===== config.mk =====
export PLATFORM = sky130hd
export DESIGN_NAME = utf8_code_point_encoder_top
export DESIGN_NICKNAME = d
export VERILOG_FILES = /design/src/hw/rtl/utf8e_pkg.sv /design/src/hw/rtl/utf8e_front.sv /design/src/hw/rtl/utf8e_queue.sv /design/src/hw/rtl/utf8e_back.sv /design/src/hw/rtl/utf8_code_point_encoder_top.sv
export SDC_FILE = /design/constraint.sdc
export NUM_CORES = 1
export LEC_CHECK = 0
export BUFFER_PORTS_ARGS = -buffer_cell sky130_fd_sc_hd__buf_2
export CAP_MARGIN = 20
export CORE_MARGIN = 8
export CORE_UTILIZATION = 64
export DETAILED_ROUTE_END_ITERATION = 10
export GPL_ROUTABILITY_DRIVEN = 0
export PLACE_DENSITY = 0.85
export SYNTH_ARGS = -nofsm -noshare
export SYNTH_HDL_FRONTEND = slang
export SYNTH_SLANG_ARGS = --single-unit

===== constraint.sdc =====
create_clock -name i_clk -period 10.88 [get_ports i_clk]
set_input_delay 1.088 -clock i_clk [delete_from_list [all_inputs] [get_ports i_clk]]
set_output_delay 1.088 -clock i_clk [all_outputs]
set_load 0.03 [all_outputs]

===== src/hw/rtl/utf8e_pkg.sv =====
package utf8e_pkg;

    localparam int unsigned CP_W   = 31;
    localparam int unsigned BYTE_W = 8;
    localparam int unsigned LEN_W  = 3;

    localparam logic [CP_W-1:0] LIMIT_STRICT = 31'h80;
    localparam logic [CP_W-1:0] LIMIT_LOOSE  = 31'hC0;
    localparam logic [1:0]      CONT_TAG     = 2'b10;

    // Sequence length codes
    localparam logic [LEN_W-1:0] LEN_1 = 3'd1;
    localparam logic [LEN_W-1:0] LEN_2 = 3'd2;
    localparam logic [LEN_W-1:0] LEN_3 = 3'd3;
    localparam logic [LEN_W-1:0] LEN_4 = 3'd4;
    localparam logic [LEN_W-1:0] LEN_5 = 3'd5;
    localparam logic [LEN_W-1:0] LEN_6 = 3'd6;

    typedef struct packed {
        logic [CP_W-1:0]  cp;
        logic [LEN_W-1:0] len;
    } t_item;

    // Byte idx of an len-byte sequence for code point cp.
    function automatic logic [BYTE_W-1:0] f_byte(
        input logic [CP_W-1:0]  cp,
        input logic [LEN_W-1:0] len,
        input logic [LEN_W-1:0] idx
    );
        logic [LEN_W-1:0]  j;
        logic [5:0]        ch;
        logic [BYTE_W-1:0] res;
        j   = len - idx - LEN_1;
        ch  = cp[5:0];
        res = cp[7:0];
        if (len == LEN_1) begin
            res = cp[7:0];
        end else if (idx == '0) begin
            unique case (len)
                LEN_2:   res = {3'b110, cp[10:6]};
                LEN_3:   res = {4'b1110, cp[15:12]};
                LEN_4:   res = {5'b11110, cp[20:18]};
                LEN_5:   res = {6'b111110, cp[25:24]};
                LEN_6:   res = {7'b1111110, cp[30]};
                default: res = cp[7:0];
            endcase
        end else begin
            case (j)
                3'd0:    ch = cp[5:0];
                3'd1:    ch = cp[11:6];
                3'd2:    ch = cp[17:12];
                3'd3:    ch = cp[23:18];
                3'd4:    ch = cp[29:24];
                default: ch = cp[5:0];
            endcase
            res = {CONT_TAG, ch};
        end
        return res;
    endfunction

endpackage


===== src/hw/rtl/utf8e_front.sv =====
module utf8e_front (
    input  logic                          i_clk,
    input  logic                          i_rst_n,
    input  logic                          i_strict_mode_we,
    input  logic                          i_strict_mode,
    input  logic [utf8e_pkg::CP_W-1:0]    i_code_point,
    output utf8e_pkg::t_item              o_item
);

    logic                         r_strict;
    logic [utf8e_pkg::CP_W-1:0]   limit;
    logic [utf8e_pkg::LEN_W-1:0]  len;

    always_ff @(posedge i_clk) begin
        if (!i_rst_n) begin
            r_strict <= 1'b1;
        end else if (i_strict_mode_we) begin
            r_strict <= i_strict_mode;
        end
    end

    // Shortest form: n >= 2 bytes hold values below 2^(5n+1)
    always_comb begin
        limit = r_strict ? utf8e_pkg::LIMIT_STRICT : utf8e_pkg::LIMIT_LOOSE;
        if (i_code_point < limit) begin
            len = utf8e_pkg::LEN_1;
        end else if (i_code_point[30:11] == '0) begin
            len = utf8e_pkg::LEN_2;
        end else if (i_code_point[30:16] == '0) begin
            len = utf8e_pkg::LEN_3;
        end else if (i_code_point[30:21] == '0) begin
            len = utf8e_pkg::LEN_4;
        end else if (i_code_point[30:26] == '0) begin
            len = utf8e_pkg::LEN_5;
        end else begin
            len = utf8e_pkg::LEN_6;
        end
    end

    assign o_item.cp  = i_code_point;
    assign o_item.len = len;

endmodule


===== src/hw/rtl/utf8e_queue.sv =====
module utf8e_queue (
    input  logic              i_clk,
    input  logic              i_rst_n,
    input  logic              i_push,
    input  utf8e_pkg::t_item  i_item,
    input  logic              i_pop,
    output logic              o_valid,
    output logic              o_full,
    output utf8e_pkg::t_item  o_item
);

    utf8e_pkg::t_item r_mem [2];
    logic             r_wptr;
    logic             r_rptr;
    logic [1:0]       r_count;

    always_ff @(posedge i_clk) begin
        if (i_push) begin
            r_mem[r_wptr] <= i_item;
        end
    end

    always_ff @(posedge i_clk) begin
        if (!i_rst_n) begin
            r_wptr  <= 1'b0;
            r_rptr  <= 1'b0;
            r_count <= 2'd0;
        end else begin
            if (i_push) begin
                r_wptr <= ~r_wptr;
            end
            if (i_pop) begin
                r_rptr <= ~r_rptr;
            end
            case ({i_push, i_pop})
                2'b10:   r_count <= r_count + 2'd1;
                2'b01:   r_count <= r_count - 2'd1;
                default: r_count <= r_count;
            endcase
        end
    end

    assign o_valid = (r_count != 2'd0);
    assign o_full  = (r_count == 2'd2);
    assign o_item  = r_mem[r_rptr];

    a_count_max: assert property (@(posedge i_clk) disable iff (!i_rst_n)
        r_count != 2'd3)
        else $error("queue count overflow");

    a_no_push_full: assert property (@(posedge i_clk) disable iff (!i_rst_n)
        o_full |-> !i_push)
        else $error("push into full queue");

    a_no_pop_empty: assert property (@(posedge i_clk) disable iff (!i_rst_n)
        !o_valid |-> !i_pop)
        else $error("pop from empty queue");

endmodule


===== src/hw/rtl/utf8e_back.sv =====
module utf8e_back (
    input  logic                           i_clk,
    input  logic                           i_rst_n,
    input  logic                           i_q_valid,
    input  utf8e_pkg::t_item               i_q_item,
    output logic                           o_q_pop,
    output logic                           o_valid,
    input  logic                           i_stall,
    output logic [utf8e_pkg::BYTE_W-1:0]   o_out_byte,
    output logic [utf8e_pkg::LEN_W-1:0]    o_seq_length,
    output logic                           o_last_byte
);

    logic                          r_busy;
    logic [utf8e_pkg::CP_W-1:0]    r_cp;
    logic [utf8e_pkg::LEN_W-1:0]   r_len;
    logic [utf8e_pkg::LEN_W-1:0]   r_idx;
    logic                          r_ovalid;
    logic [utf8e_pkg::BYTE_W-1:0]  r_byte;
    logic [utf8e_pkg::LEN_W-1:0]   r_olen;
    logic                          r_olast;

    logic                          src_valid;
    logic [utf8e_pkg::CP_W-1:0]    src_cp;
    logic [utf8e_pkg::LEN_W-1:0]   src_len;
    logic [utf8e_pkg::LEN_W-1:0]   src_idx;
    logic                          src_last;
    logic                          load;
    logic                          n_busy;
    logic                          n_ovalid;

    // Work from the held item if mid-sequence, else straight from the queue head
    always_comb begin
        src_valid = r_busy || i_q_valid;
        src_cp    = r_busy ? r_cp  : i_q_item.cp;
        src_len   = r_busy ? r_len : i_q_item.len;
        src_idx   = r_busy ? r_idx : '0;
        src_last  = (src_idx == (src_len - utf8e_pkg::LEN_1));
        load      = src_valid && (!r_ovalid || !i_stall);
        n_busy    = load ? !src_last : r_busy;
        n_ovalid  = load ? 1'b1 : (r_ovalid && i_stall);
    end

    assign o_q_pop = load && !r_busy;

    always_ff @(posedge i_clk) begin
        if (!i_rst_n) begin
            r_busy   <= 1'b0;
            r_ovalid <= 1'b0;
        end else begin
            r_busy   <= n_busy;
            r_ovalid <= n_ovalid;
        end
    end

    always_ff @(posedge i_clk) begin
        if (load) begin
            r_cp    <= src_cp;
            r_len   <= src_len;
            r_idx   <= src_idx + utf8e_pkg::LEN_1;
            r_byte  <= utf8e_pkg::f_byte(src_cp, src_len, src_idx);
            r_olen  <= src_len;
            r_olast <= src_last;
        end
    end

    assign o_valid      = r_ovalid;
    assign o_out_byte   = r_byte;
    assign o_seq_length = r_olen;
    assign o_last_byte  = r_olast;

    a_len_range: assert property (@(posedge i_clk) disable iff (!i_rst_n)
        o_valid |-> (o_seq_length >= utf8e_pkg::LEN_1 && o_seq_length <= utf8e_pkg::LEN_6))
        else $error("sequence length out of range");

    a_single_last: assert property (@(posedge i_clk) disable iff (!i_rst_n)
        (o_valid && o_seq_length == utf8e_pkg::LEN_1) |-> o_last_byte)
        else $error("single-byte item not marked last");

    a_idx_in_seq: assert property (@(posedge i_clk) disable iff (!i_rst_n)
        r_busy |-> (r_idx < r_len))
        else $error("byte index past sequence end");

endmodule


===== src/hw/rtl/utf8_code_point_encoder_top.sv =====
// Path: an accepted item is written into the two-entry queue, then the byte
//   serializer loads its bytes in turn into the registered output.
// Throughput: one output byte per cycle while i_stall is low, so one item
//   per cycle for single-byte characters, paced by the byte serializer.
// Reset (i_rst_n low, synchronous): queue and output empty, strict mode set.
module utf8_code_point_encoder_top (
    input  logic                          i_clk,
    input  logic                          i_rst_n,
    // configuration
    input  logic                          i_strict_mode_we,
    input  logic                          i_strict_mode,
    // input channel
    input  logic                          i_valid,
    output logic                          o_stall,
    input  logic [utf8e_pkg::CP_W-1:0]    i_code_point,
    // output channel
    output logic                          o_valid,
    input  logic                          i_stall,
    output logic [utf8e_pkg::BYTE_W-1:0]  o_out_byte,
    output logic [utf8e_pkg::LEN_W-1:0]   o_seq_length,
    output logic                          o_last_byte
);

    utf8e_pkg::t_item f_item;   // classified item from front
    utf8e_pkg::t_item q_item;   // queue head
    logic             q_valid;
    logic             q_full;
    logic             q_pop;
    logic             push;

    // Front: holds strict_mode and picks the sequence length per item
    utf8e_front u_front (
        .i_clk            (i_clk),
        .i_rst_n          (i_rst_n),
        .i_strict_mode_we (i_strict_mode_we),
        .i_strict_mode    (i_strict_mode),
        .i_code_point     (i_code_point),
        .o_item           (f_item)
    );

    // Input side stalls only when the two-entry queue is full
    assign o_stall = q_full;
    assign push    = i_valid && !q_full;

    utf8e_queue u_queue (
        .i_clk   (i_clk),
        .i_rst_n (i_rst_n),
        .i_push  (push),
        .i_item  (f_item),
        .i_pop   (q_pop),
        .o_valid (q_valid),
        .o_full  (q_full),
        .o_item  (q_item)
    );

    // Back: serializes lead and continuation bytes into a registered output
    utf8e_back u_back (
        .i_clk        (i_clk),
        .i_rst_n      (i_rst_n),
        .i_q_valid    (q_valid),
        .i_q_item     (q_item),
        .o_q_pop      (q_pop),
        .o_valid      (o_valid),
        .i_stall      (i_stall),
        .o_out_byte   (o_out_byte),
        .o_seq_length (o_seq_length),
        .o_last_byte  (o_last_byte)
    );

endmodule


==> impl_metrics.env, run 1 <==
export IMPL_route_detailed_drc=0
export IMPL_crit_chain="buf_4 -> mux2i_1 -> o21a_1 -> inv_1 -> ha_1 -> inv_1 -> fa_1 -> nor2b_1 -> mux2i_2 -> and2_0 -> nor3_1 -> o311ai_0 -> a21oi_1"
export IMPL_dieArea_mm2=0.0120
export IMPL_synth_top_area_share_pct=61.4
export IMPL_syn_inst=427
export IMPL_netlist_area_mm2=0.00558
export IMPL_fin_area_mm2=0.00649
export IMPL_worstSetupPathType="flip-flop to flip-flop"
export IMPL_worstPathMaxFanout=35
export IMPL_avgSynthCellArea_um2=13.1
export IMPL_worst_ep_required_time_ns=11.13
export IMPL_period_share_pct=35.4
export IMPL_fmax_ghz=0.259
export IMPL_ant_nets=0
export IMPL_cts_sink_count=122
export IMPL_synth_nets=474
export IMPL_rsz0062_at_grt="no"
export IMPL_ir_worst_vdd_mv=0.169
export IMPL_critPathMostFrequentCell="inv_1"
export IMPL_initial_core_util_pct=64.9
export IMPL_drv_slew=0
export IMPL_port_buffers=50
export IMPL_dr_pass1_iters=6
export IMPL_area_growth_pct=16.4
export IMPL_regToRegSetupSlack_ns=7.03
export IMPL_crit_buf_inv=3
export IMPL_vias=3766
export IMPL_drt_iter0_markers=402
export IMPL_drv_cap=0
export IMPL_yosysTopAreaCell="edfxtp_1"
export IMPL_grt_max_degree=77
export IMPL_overflow=0
export IMPL_ys_types=55
export IMPL_total_leakage_power_nw=2.37
export IMPL_async_flop_share_pct=0
export IMPL_wl_um=11800
export IMPL_htreeDepth=4
export IMPL_worstMarginPinSlew_ns=0.684
export IMPL_min_path_type="flip-flop to flip-flop"
export IMPL_timing_final_crit_period_ns=3.85
export IMPL_netlist_top_cells_area="edfxtp_1 61%, mux2i_1 6.3%, nand2_1 3.5%"
export IMPL_die_width_um=109
export IMPL_finalHoldViolations=0
export IMPL_slew_headroom_pct=54.4
export IMPL_dpl_cell_area_mm2=0.00591
export IMPL_cts_root_buf="clkbuf_8"
export IMPL_grt_antenna_before_repair=0
export IMPL_die_h_um=109
export IMPL_synth_seq_cells=122
export IMPL_fin_worst_skew_ns=0.00637
export IMPL_ios=51
export IMPL_end_kind="flip-flop"
export IMPL_core_mm2=0.00859
export IMPL_synth_flop_cell="edfxtp_1"
export IMPL_critical_path_top_delay_family="compound AO/OA/AOI/OAI gates"
export IMPL_num_rows=34
export IMPL_dp_hpwl_um=7720
export IMPL_grt_pass1_vias=3771
export IMPL_outcome="finished, final reports clean"
export IMPL_cts_buffers_inserted=17
export IMPL_final_nets=531
export IMPL_postCtsSetupBuffers=0
export IMPL_diodes=0
export IMPL_cts_tree="done"
export IMPL_wl_per_cell_um=19.6
export IMPL_start_kind="flip-flop"
export IMPL_p_per_area_mw_per_mm2=345
export IMPL_tns_ns=0
export IMPL_setup_viol=0
export IMPL_fill_cells=516
export IMPL_cts_resized=0
export IMPL_hold_buffers=0
export IMPL_clock_path_buffers=2
export IMPL_cp_slowest_cell="buf_4"
export IMPL_worstPathArrival_ns=4.10
export IMPL_ys_warn_count=0
export IMPL_slowest_delay_ns=0.48
export IMPL_grt_first_pass_wirelength_um=18900
export IMPL_grtUsageTotal_pct=21.0
export IMPL_final_layout_size_suffix_gt1_share_pct=19.7
export IMPL_clk_latency_ns=0.51
export IMPL_power_mw=2.24
export IMPL_synth_edf_count=114
export IMPL_ys_seq_area_share_pct=64.3
export IMPL_viasPerCell=6.22
export IMPL_clkTransAtPathRegs_ns=0.06
synth_stat cells, drive strengths merged (2+ instances only):
library cell  instances
and2                  8
o2111ai               3
o21a                  8
and3                  3
nor4b                 2
nand3b                3
mux2i                37
ha                    9
nand2                52
o31ai                 2
nor2                 14
xnor2                 4
xor2                  2
a31oi                 4
nor2b                 3
a211oi                7
a21boi                3
nor3                  9
o21ai                37
inv                  20
a32oi                 4
mux2                  6
a22oi                 2
or4                   3
edfxtp              114
nand3                 7
nor3b                 2
or3                   2
a21oi                12
a22o                  2
clkbuf                9
buf                   8
dfxtp                 8
nand2b                3
area by class of cell:
| class | count | area (µm²) | area share (%) |
|---|---|---|---|
| Multi-Input combinational cell | 268 | 1830 | 28.2 |
| Timing Repair Buffer | 55 | 288 | 4.43 |
| Clock buffer | 20 | 425 | 6.55 |
| Sequential cell | 122 | 3590 | 55.3 |
| Tap cell | 108 | 135 | 2.08 |
| Clock inverter | 12 | 150 | 2.31 |
| Inverter | 20 | 75.1 | 1.16 |
path summary, 6_finish.rpt:
check | startpoint | to | cells after the start
setup / recovery | flip-flop | u_back.o_out_byte[0]$_DFFE_PP_ | 13
hold / removal | u_front.r_strict$_SDFFE_PN1P_ | u_front.r_strict$_SDFFE_PN1P_ | 2
setup reg to reg | flip-flop | u_back.o_out_byte[0]$_DFFE_PP_ | 13
hold reg to reg | u_front.r_strict$_SDFFE_PN1P_ | u_front.r_strict$_SDFFE_PN1P_ | 2
worst register-to-register path, stage by stage (launching register included):
cell and delay, ns:
dfxtp_2 0.31, buf_4 0.48, mux2i_1 0.18, o21a_1 0.24, inv_1 0.15, ha_1 0.18
inv_1 0.05, fa_1 0.43, nor2b_1 0.17, mux2i_2 0.41, and2_0 0.41, nor3_1 0.11
o311ai_0 0.37, a21oi_1 0.11
state kept, by name, indices dropped and copies added (netlist names), named ones only:
register             cells
u_back.o_last_byte       1
u_back.o_out_byte        8
u_back.o_seq_length      3
u_back.o_valid           1
u_back.r_busy            1
u_back.r_cp             31
u_back.r_idx             3
u_front.r_strict         1
u_queue.r_count          2
u_queue.r_mem           68
u_queue.r_rptr           1
u_queue.r_wptr           1
layout by cell type (no fill, tap or decap), types with 5 or more instances in the layout:
master / synthesis / final
a211oi_1: 7 / 7
a21oi_1: 12 / 12
and2_1: 7 / 7
buf_2: 5 / 50
buf_4: 1 / 5
clkbuf_16: 0 / 16
dfxtp_1: 8 / 6
edfxtp_1: 114 / 114
ha_1: 9 / 9
inv_1: 19 / 19
mux2_2: 6 / 6
mux2i_1: 35 / 35
nand2_1: 52 / 52
nand3_1: 7 / 7
nor2_1: 14 / 13
nor3_1: 9 / 9
o21a_1: 8 / 8
o21ai_0: 37 / 37
where the power goes:
part	leakage (nW)	switching [mW]	total (mW)	internal, mW
clock network	0.275	0.194	0.542	0.347
logic	0.964	0.625	0.930	0.305
registers	1.13	0.0449	0.770	0.725
per-layer routing:
metal | up-vias | part of all wire, % | track usage [%]
li1 | 1730 | - | -
met2 | 250 | 47 | 31.7
met4 | 0 | 2.9 | 11.9
met3 | 44 | 10 | 5.98
met1 | 1742 | 40 | 26.7
met5 | - | 0 | 0
cells by family after synthesis:
family	after synthesis	share of synthesized area [%]
buf+inv	37	2.94
flops	122	64.3
xor+xnor	7	1.35
compound gates	93	10.6
fa+ha+maj	10	2.38
mux	44	8.55
simple gates	114	9.87
through the flow:
stage	utilization (%)	hold slack, ns	instances	setup WS, ns
after floorplan	-	0.434	427	6.85
after global placement	68.8	0.450	573	7.28
after detailed placement	68.8	0.459	573	7.19
after CTS	75.5	0.472	605	7.07
after global routing	75.5	0.508	605	6.84
final	75.5	0.470	605	7.03
No activity file was read; power rests on OpenSTA's default activity.
==> run 2: changes to the inputs <==
Settings changed: ABC_AREA set to 1, CORE_UTILIZATION 64 to 59, PLACE_DENSITY 0.85 to 0.79.
Clock period 10.88 ns to 3.9 ns, I/O delays scaled along.
==> run 2 against run 1 <==
  * Worst setup slack worse by 6.2 ns
  * Area after synthesis grew 3.1%
  * Clock power increased to 2.7 times the previous value
  * Critical path depth rose by 1
  * Flip-flop and latch count stayed put
  * Count of clock-buffer cells in the layout increased by 1
  * Non-clock buffer count rose by 2
  * Sequential power grew to 2.8 times the previous value
  * Critical endpoint is now u_back.o_out_byte[3]$_DFFE_PP_
  * Global-route usage is 0.25 points lower
  * Sequential share of layout area fell by 1.5 points
==> impl_metrics.env, run 2 <==
export IMPL_outcome="finished, final reports clean"
export IMPL_hold_buffers=0
export IMPL_synth_nets=580
export IMPL_ys_warn_count=0
export IMPL_wl_met3_um=1030
export IMPL_vias=4160
export IMPL_ios=51
export IMPL_total_leakage_power_nw=2.72
export IMPL_postCtsSetupBuffers=0
export IMPL_tns_ns=0
export IMPL_core_mm2=0.00964
export IMPL_worstPathMaxFanout=10
export IMPL_cts_resized=0
export IMPL_area_growth_pct=16.0
export IMPL_clkTransAtPathRegs_ns=0.06
export IMPL_grt_antenna_before_repair=0
export IMPL_yosysTopAreaCell="edfxtp_1"
export IMPL_slew_headroom_pct=57.9
export IMPL_cts_root_buf="clkbuf_8"
export IMPL_ys_seq_area_share_pct=62.3
export IMPL_worst_ep_required_time_ns=4.18
export IMPL_clk_latency_ns=0.53
export IMPL_routed_top_layer="met4"
export IMPL_fmax_ghz=0.322
export IMPL_rsz0062_at_grt="no"
export IMPL_port_buffers=50
export IMPL_r2r_end="u_back.o_out_byte[3]$_DFFE_PP_"
export IMPL_num_rows=36
export IMPL_grt_pass1_vias=4119
export IMPL_final_nets=640
export IMPL_wl_met1_um=5340
export IMPL_die_h_um=115
export IMPL_dieArea_mm2=0.0132
export IMPL_start_kind="flip-flop"
export IMPL_route_detailed_drc=0
export IMPL_clock_path_buffers=2
export IMPL_register_area_mm2=0.00358
export IMPL_fill_cells=715
export IMPL_r2r_start="u_back.r_busy$_SDFFE_PN0P_"
export IMPL_power_mw=6.58
export IMPL_avgSynthCellArea_um2=10.8
export IMPL_hp_start="i_code_point[5]"
export IMPL_final_layout_size_suffix_gt1_share_pct=22.1
export IMPL_min_path_type="input pin to flip-flop"
export IMPL_syn_inst=533
export IMPL_drv_slew=0
export IMPL_cts_tree="done"
export IMPL_overflow=0
export IMPL_period_share_pct=79.6
export IMPL_finalHoldViolations=0
export IMPL_synth_edf_count=114
export IMPL_multi_input_area_mm2=0.00183
export IMPL_netlist_top_cells_area="edfxtp_1 60%, nand2_1 5.4%, a21oi_1 5.2%"
export IMPL_dr_pass1_iters=5
export IMPL_grt_max_degree=49
export IMPL_mostFrequentLayoutCells="114 x edfxtp_1, 83 x nand2_1, 60 x a21oi_1"
export IMPL_p_per_area_mw_per_mm2=986
export IMPL_wl_per_cell_um=17.3
export IMPL_ir_worst_vdd_mv=0.474
export IMPL_die_width_um=115
export IMPL_grtUsageTotal_pct=20.7
export IMPL_layout_commonest_cell="edfxtp_1"
export IMPL_holdPathStages=1
export IMPL_initial_core_util_pct=59.7
export IMPL_synth_flop_cell="edfxtp_1"
export IMPL_drt_iter0_markers=358
export IMPL_end_kind="flip-flop"
export IMPL_largest_register="u_queue.r_mem"
export IMPL_dp_hpwl_um=8670
export IMPL_dr_wl_met2_um=6170
export IMPL_timing_final_crit_period_ns=3.11
export IMPL_largest_register_ffs=68
export IMPL_viasPerCell=5.63
export IMPL_worstMarginPinSlew_ns=0.625
export IMPL_ant_nets=0
export IMPL_min_to="u_queue.r_mem[0][8]$_DFFE_PP_"
export IMPL_cts_sink_count=122
export IMPL_synth_seq_cells=122
export IMPL_fin_worst_skew_ns=0.00850
export IMPL_reg2reg_depth=14
export IMPL_regToRegSetupSlack_ns=0.79
export IMPL_diodes=0
export IMPL_cts_buffers_inserted=17
export IMPL_htreeDepth=4
export IMPL_ys_types=39
export IMPL_synth_top_area_share_pct=59.5
export IMPL_hold_slack_ns=0.0547
export IMPL_worstPathArrival_ns=3.38
export IMPL_netlist_area_mm2=0.00575
export IMPL_wl_um=12800
export IMPL_setup_viol=0
export IMPL_yosysMostFrequentCell="edfxtp_1"
export IMPL_synthTopCellsByCount="114 x edfxtp_1, 83 x nand2_1, 60 x a21oi_1"
export IMPL_drv_cap=0
export IMPL_async_flop_share_pct=0
export IMPL_grt_first_pass_wirelength_um=20700
export IMPL_worstSetupPathType="flip-flop to flip-flop"
run 2: cell types whose count changed after synthesis, sizes merged, moves of 17 or more:
cell and delta:
a21oi +55, nand4 +17, nor2 +45, mux2i -37
nand3 +24, inv +38, nand2 +44
run 2: layout make-up:
| type | count | share of cell area (%) |
|---|---|---|
| tap | 133 | 2.49 |
| timing repair buffer | 57 | 4.54 |
| sequential | 122 | 53.7 |
| clock buffer | 21 | 6.43 |
| multi-input combinational | 333 | 27.4 |
| inverter | 62 | 3.53 |
| clock inverter | 11 | 1.91 |
run 2: critical path, stage by stage (launching register included):
cell      delay [ns]
dfxtp_1         0.34
inv_2           0.09
o21ai_0         0.50
ha_1            0.26
inv_1           0.05
fa_1            0.57
inv_1           0.08
nor2_2          0.31
inv_1           0.10
nand3_2         0.16
nand3_1         0.09
nand2_1         0.08
clkinv_1        0.08
o21ai_1         0.08
a21oi_1         0.07
run 2: where the power goes:
| part | switching, mW | internal, mW |
|---|---|---|
| combinational | 2.09 | 0.851 |
| sequential | 0.125 | 2.03 |
| clock | 0.527 | 0.959 |
| total | 2.74 | 3.84 |
run 2: cell families (layout without fill, tap and decap cells):
| family | after synthesis | in the layout | synth area share, % |
|---|---|---|---|
| AO/OA/AOI/OAI | 101 | 101 | 9.97 |
| adder cells (fa/ha/maj) | 10 | 10 | 2.31 |
| XOR/XNOR | 3 | 3 | 0.457 |
| buffers and inverters | 78 | 151 | 6.16 |
| AND/OR/NAND/NOR | 219 | 219 | 18.8 |
| flip-flops | 122 | 122 | 62.3 |
run 2: worst max-delay path by stage:
stage / start / to / slack (ns) / cells past startpoint
5_1_grt: u_back.r_busy$_SDFFE_PN0P_ / u_back.o_out_byte[3]$_DFFE_PP_ / 0.46 / 14
3_5_place_dp: u_back.r_busy$_SDFFE_PN0P_ / u_back.o_out_byte[3]$_DFFE_PP_ / 0.87 / 14
3_3_place_gp: flip-flop / u_back.o_out_byte[3]$_DFFE_PP_ / 1.09 / 15
4_1_cts: u_back.r_busy$_SDFFE_PN0P_ / u_back.o_out_byte[3]$_DFFE_PP_ / 0.86 / 14
2_1_floorplan: u_back.r_busy$_SDFFE_PN0P_ / u_queue.r_count[1]$_SDFFE_PN0P_ / 0.70 / 12
6_report: u_back.r_busy$_SDFFE_PN0P_ / u_back.o_out_byte[3]$_DFFE_PP_ / 0.79 / 14
run 2: stage by stage:
step	instance area, µm²	worst slack, ns	util (%)	std cells
2_1_floorplan	5750	0.701	-	533
3_3_place_gp	6110	1.09	63.4	707
3_5_place_dp	6110	0.866	63.4	707
4_1_cts	6670	0.857	69.2	739
5_1_grt	6670	0.457	69.2	739
6_report	6670	0.795	69.2	739
run 2: routing by layer:
metal	GRT usage, %	up-vias
met3	5.64	28
met4	8.49	0
met2	33.3	204
met1	26.0	1942
li1	-	1986
met5	0	-
==> run 3: changes to the inputs <==
Settings changed: CORE_UTILIZATION 59 to 54, PLACE_DENSITY 0.79 to 0.76.
Clock period 3.9 ns to 2.5 ns, I/O delays scaled along.
==> run 3 against run 2 <==
  * Via count grew 6.2%
  * Largest power group unchanged
  * The run now ends with negative setup slack left
  * Combinational power grew 89%
  * Power grew 70%
  * Sequential share of layout area shrank 4.6 points
  * Fmax grew 21%
==> impl_metrics.env, run 3 (synthesized netlist as in run 2, its figures left out) <==
export IMPL_setup_viol=6
export IMPL_die_h_um=119
export IMPL_fin_area_mm2=0.00729
export IMPL_grt_pass1_vias=4458
export IMPL_fmax_ghz=0.390
export IMPL_drv_slew=0
export IMPL_overflow=0
export IMPL_fin_worst_skew_ns=0.00861
export IMPL_vias=4416
export IMPL_grt_first_pass_wirelength_um=22200
export IMPL_outcome="complete, but fails checks"
export IMPL_layout_commonest_cell="edfxtp_1"
export IMPL_ios=51
export IMPL_start_kind="flip-flop"
export IMPL_finalHoldViolations=0
export IMPL_worstSetupPathType="flip-flop to flip-flop"
export IMPL_cp_slowest_cell="fa_2"
export IMPL_period_share_pct=103
export IMPL_core_mm2=0.0103
export IMPL_timing_final_crit_period_ns=2.57
export IMPL_route_detailed_drc=0
export IMPL_clk_latency_ns=0.52
export IMPL_rsz0062_at_grt="yes"
export IMPL_worstMarginPinSlew_ns=0.589
export IMPL_viasPerCell=5.56
export IMPL_worstPathMaxFanout=7
export IMPL_mostFrequentLayoutCells="114 x edfxtp_1, 76 x nand2_1, 59 x a21oi_1"
export IMPL_clock_path_buffers=2
export IMPL_die_width_um=119
export IMPL_largest_register="u_queue.r_mem"
export IMPL_dpl_cell_area_mm2=0.00625
export IMPL_total_leakage_power_nw=2.98
export IMPL_largest_register_ffs=68
export IMPL_grt_antenna_before_repair=0
export IMPL_final_nets=692
export IMPL_dp_slack_ns=-0.0423
export IMPL_dr_pass1_iters=5
export IMPL_end_kind="flip-flop"
export IMPL_worstPathArrival_ns=2.84
export IMPL_drt_iter0_markers=269
export IMPL_num_rows=37
export IMPL_worst_ep_required_time_ns=2.77
export IMPL_cts_sink_count=122
export IMPL_dieArea_mm2=0.0142
export IMPL_initial_core_util_pct=55.7
export IMPL_diodes=0
export IMPL_slowest_delay_ns=0.62
export IMPL_ant_nets=0
export IMPL_slew_headroom_pct=60.3
export IMPL_wl_um=13700
export IMPL_min_path_type="input pin to flip-flop"
export IMPL_crit_chain="buf_6 -> inv_8 -> o211ai_1 -> o21ai_2 -> ha_2 -> inv_2 -> fa_2 -> inv_2 -> nor2_4 -> buf_6 -> nand2_8 -> nand2_8 -> nand2_2 -> o21ai_2 -> a21oi_1"
export IMPL_cts_root_buf="clkbuf_8"
export IMPL_critical_path_top_delay_family="adder cells"
export IMPL_wl_per_cell_um=17.3
export IMPL_htreeDepth=4
export IMPL_final_layout_size_suffix_gt1_share_pct=29.0
export IMPL_area_growth_pct=26.8
export IMPL_dp_hpwl_um=8830
export IMPL_setup_slack_ns=-0.0660
export IMPL_violations="negative setup slack"
export IMPL_hp_start="i_rst_n"
export IMPL_p_per_area_mw_per_mm2=1530
export IMPL_grt_max_degree=43
export IMPL_grtUsageTotal_pct=19.8
export IMPL_clkTransAtPathRegs_ns=0.06
export IMPL_ir_worst_vdd_mv=0.767
export IMPL_port_buffers=50
export IMPL_cts_buffers_inserted=17
export IMPL_crit_buf_inv=5
export IMPL_drv_cap=0
export IMPL_cts_tree="done"
## run 3: cell types whose count changed in the layout (fill, tap and decap cells not counted), moves of 6 or more
cell	before	now
nand2_1	83	76
nand3_1	24	18
dlygate4sd3_1	0	33
buf_4	7	23
clkinv_1	8	2
inv_2	6	12
## run 3: layout make-up
class / count / area, µm²
Sequential cell: 122 / 3580
Fill cell: 702 / 3030
Multi-Input combinational cell: 333 / 1950
Timing Repair Buffer: 109 / 796
Clock buffer: 18 / 418
Inverter: 62 / 240
Tap cell: 136 / 170
Clock inverter: 14 / 131
## run 3: what timing repair did
item | CTS | global route
setup endpoints to repair | 6 | 8
setup buffers | 4 | 2
pin swaps | 9 | 17
hold endpoints to repair | 63 | 0
resized for setup | 13 | 22
hold buffers | 33 | 0
## run 3: path summary, 6_finish.rpt
path                                          end  slack (ns)  depth (start not counted)
setup / recovery   u_back.o_out_byte[3]$_DFFE_PP_       -0.07                         15
hold reg to reg   u_queue.r_count[1]$_SDFFE_PN0P_        0.46                          1
hold / removal          u_back.o_valid$_SDFF_PN0_        0.04                          3
setup reg to reg   u_back.o_out_byte[3]$_DFFE_PP_       -0.07                         15
## run 3: worst reg2reg max path, delay by kind of cell (launching register included)
kind	cells	cell delay [ns]
adder cells (fa/ha/maj)	2	0.81
AND/OR/NAND/NOR	4	0.39
buffers and inverters	5	0.41
AO/OA/AOI/OAI	4	0.39
flip-flops	1	0.32
## run 3: report_power, final
group | internal [mW] | leakage (nW) | switching, mW
clock | 1.40 | 0.260 | 0.855
sequential | 3.16 | 1.14 | 0.191
combinational | 1.82 | 1.59 | 3.73
## run 3: per-layer routing
layer  GRT usage (%)  vias up  part of all wire [%]
met3            5.81       24                   7.3
met4            9.64        0                   2.5
met2            31.3      197                    48
met5               0        -                     0
li1                -     2078                     -
met1            24.4     2117                    42
## run 3: metrics by stage
step | setup TNS [ns] | util, % | power, mW | hold slack (ns) | instances
after floorplan | -1.69 | - | 6.88 | 0.348 | 533
after detailed placement | -0.120 | 60.5 | 8.13 | 0.444 | 723
after CTS | -0.00345 | 69.8 | 10.6 | 0.00990 | 792
after global placement | 0 | 60.5 | 7.99 | 0.438 | 723
final | -0.326 | 70.6 | 11.2 | 0.0364 | 794
after global routing | -0.928 | 70.6 | 11.8 | 0.0280 | 794
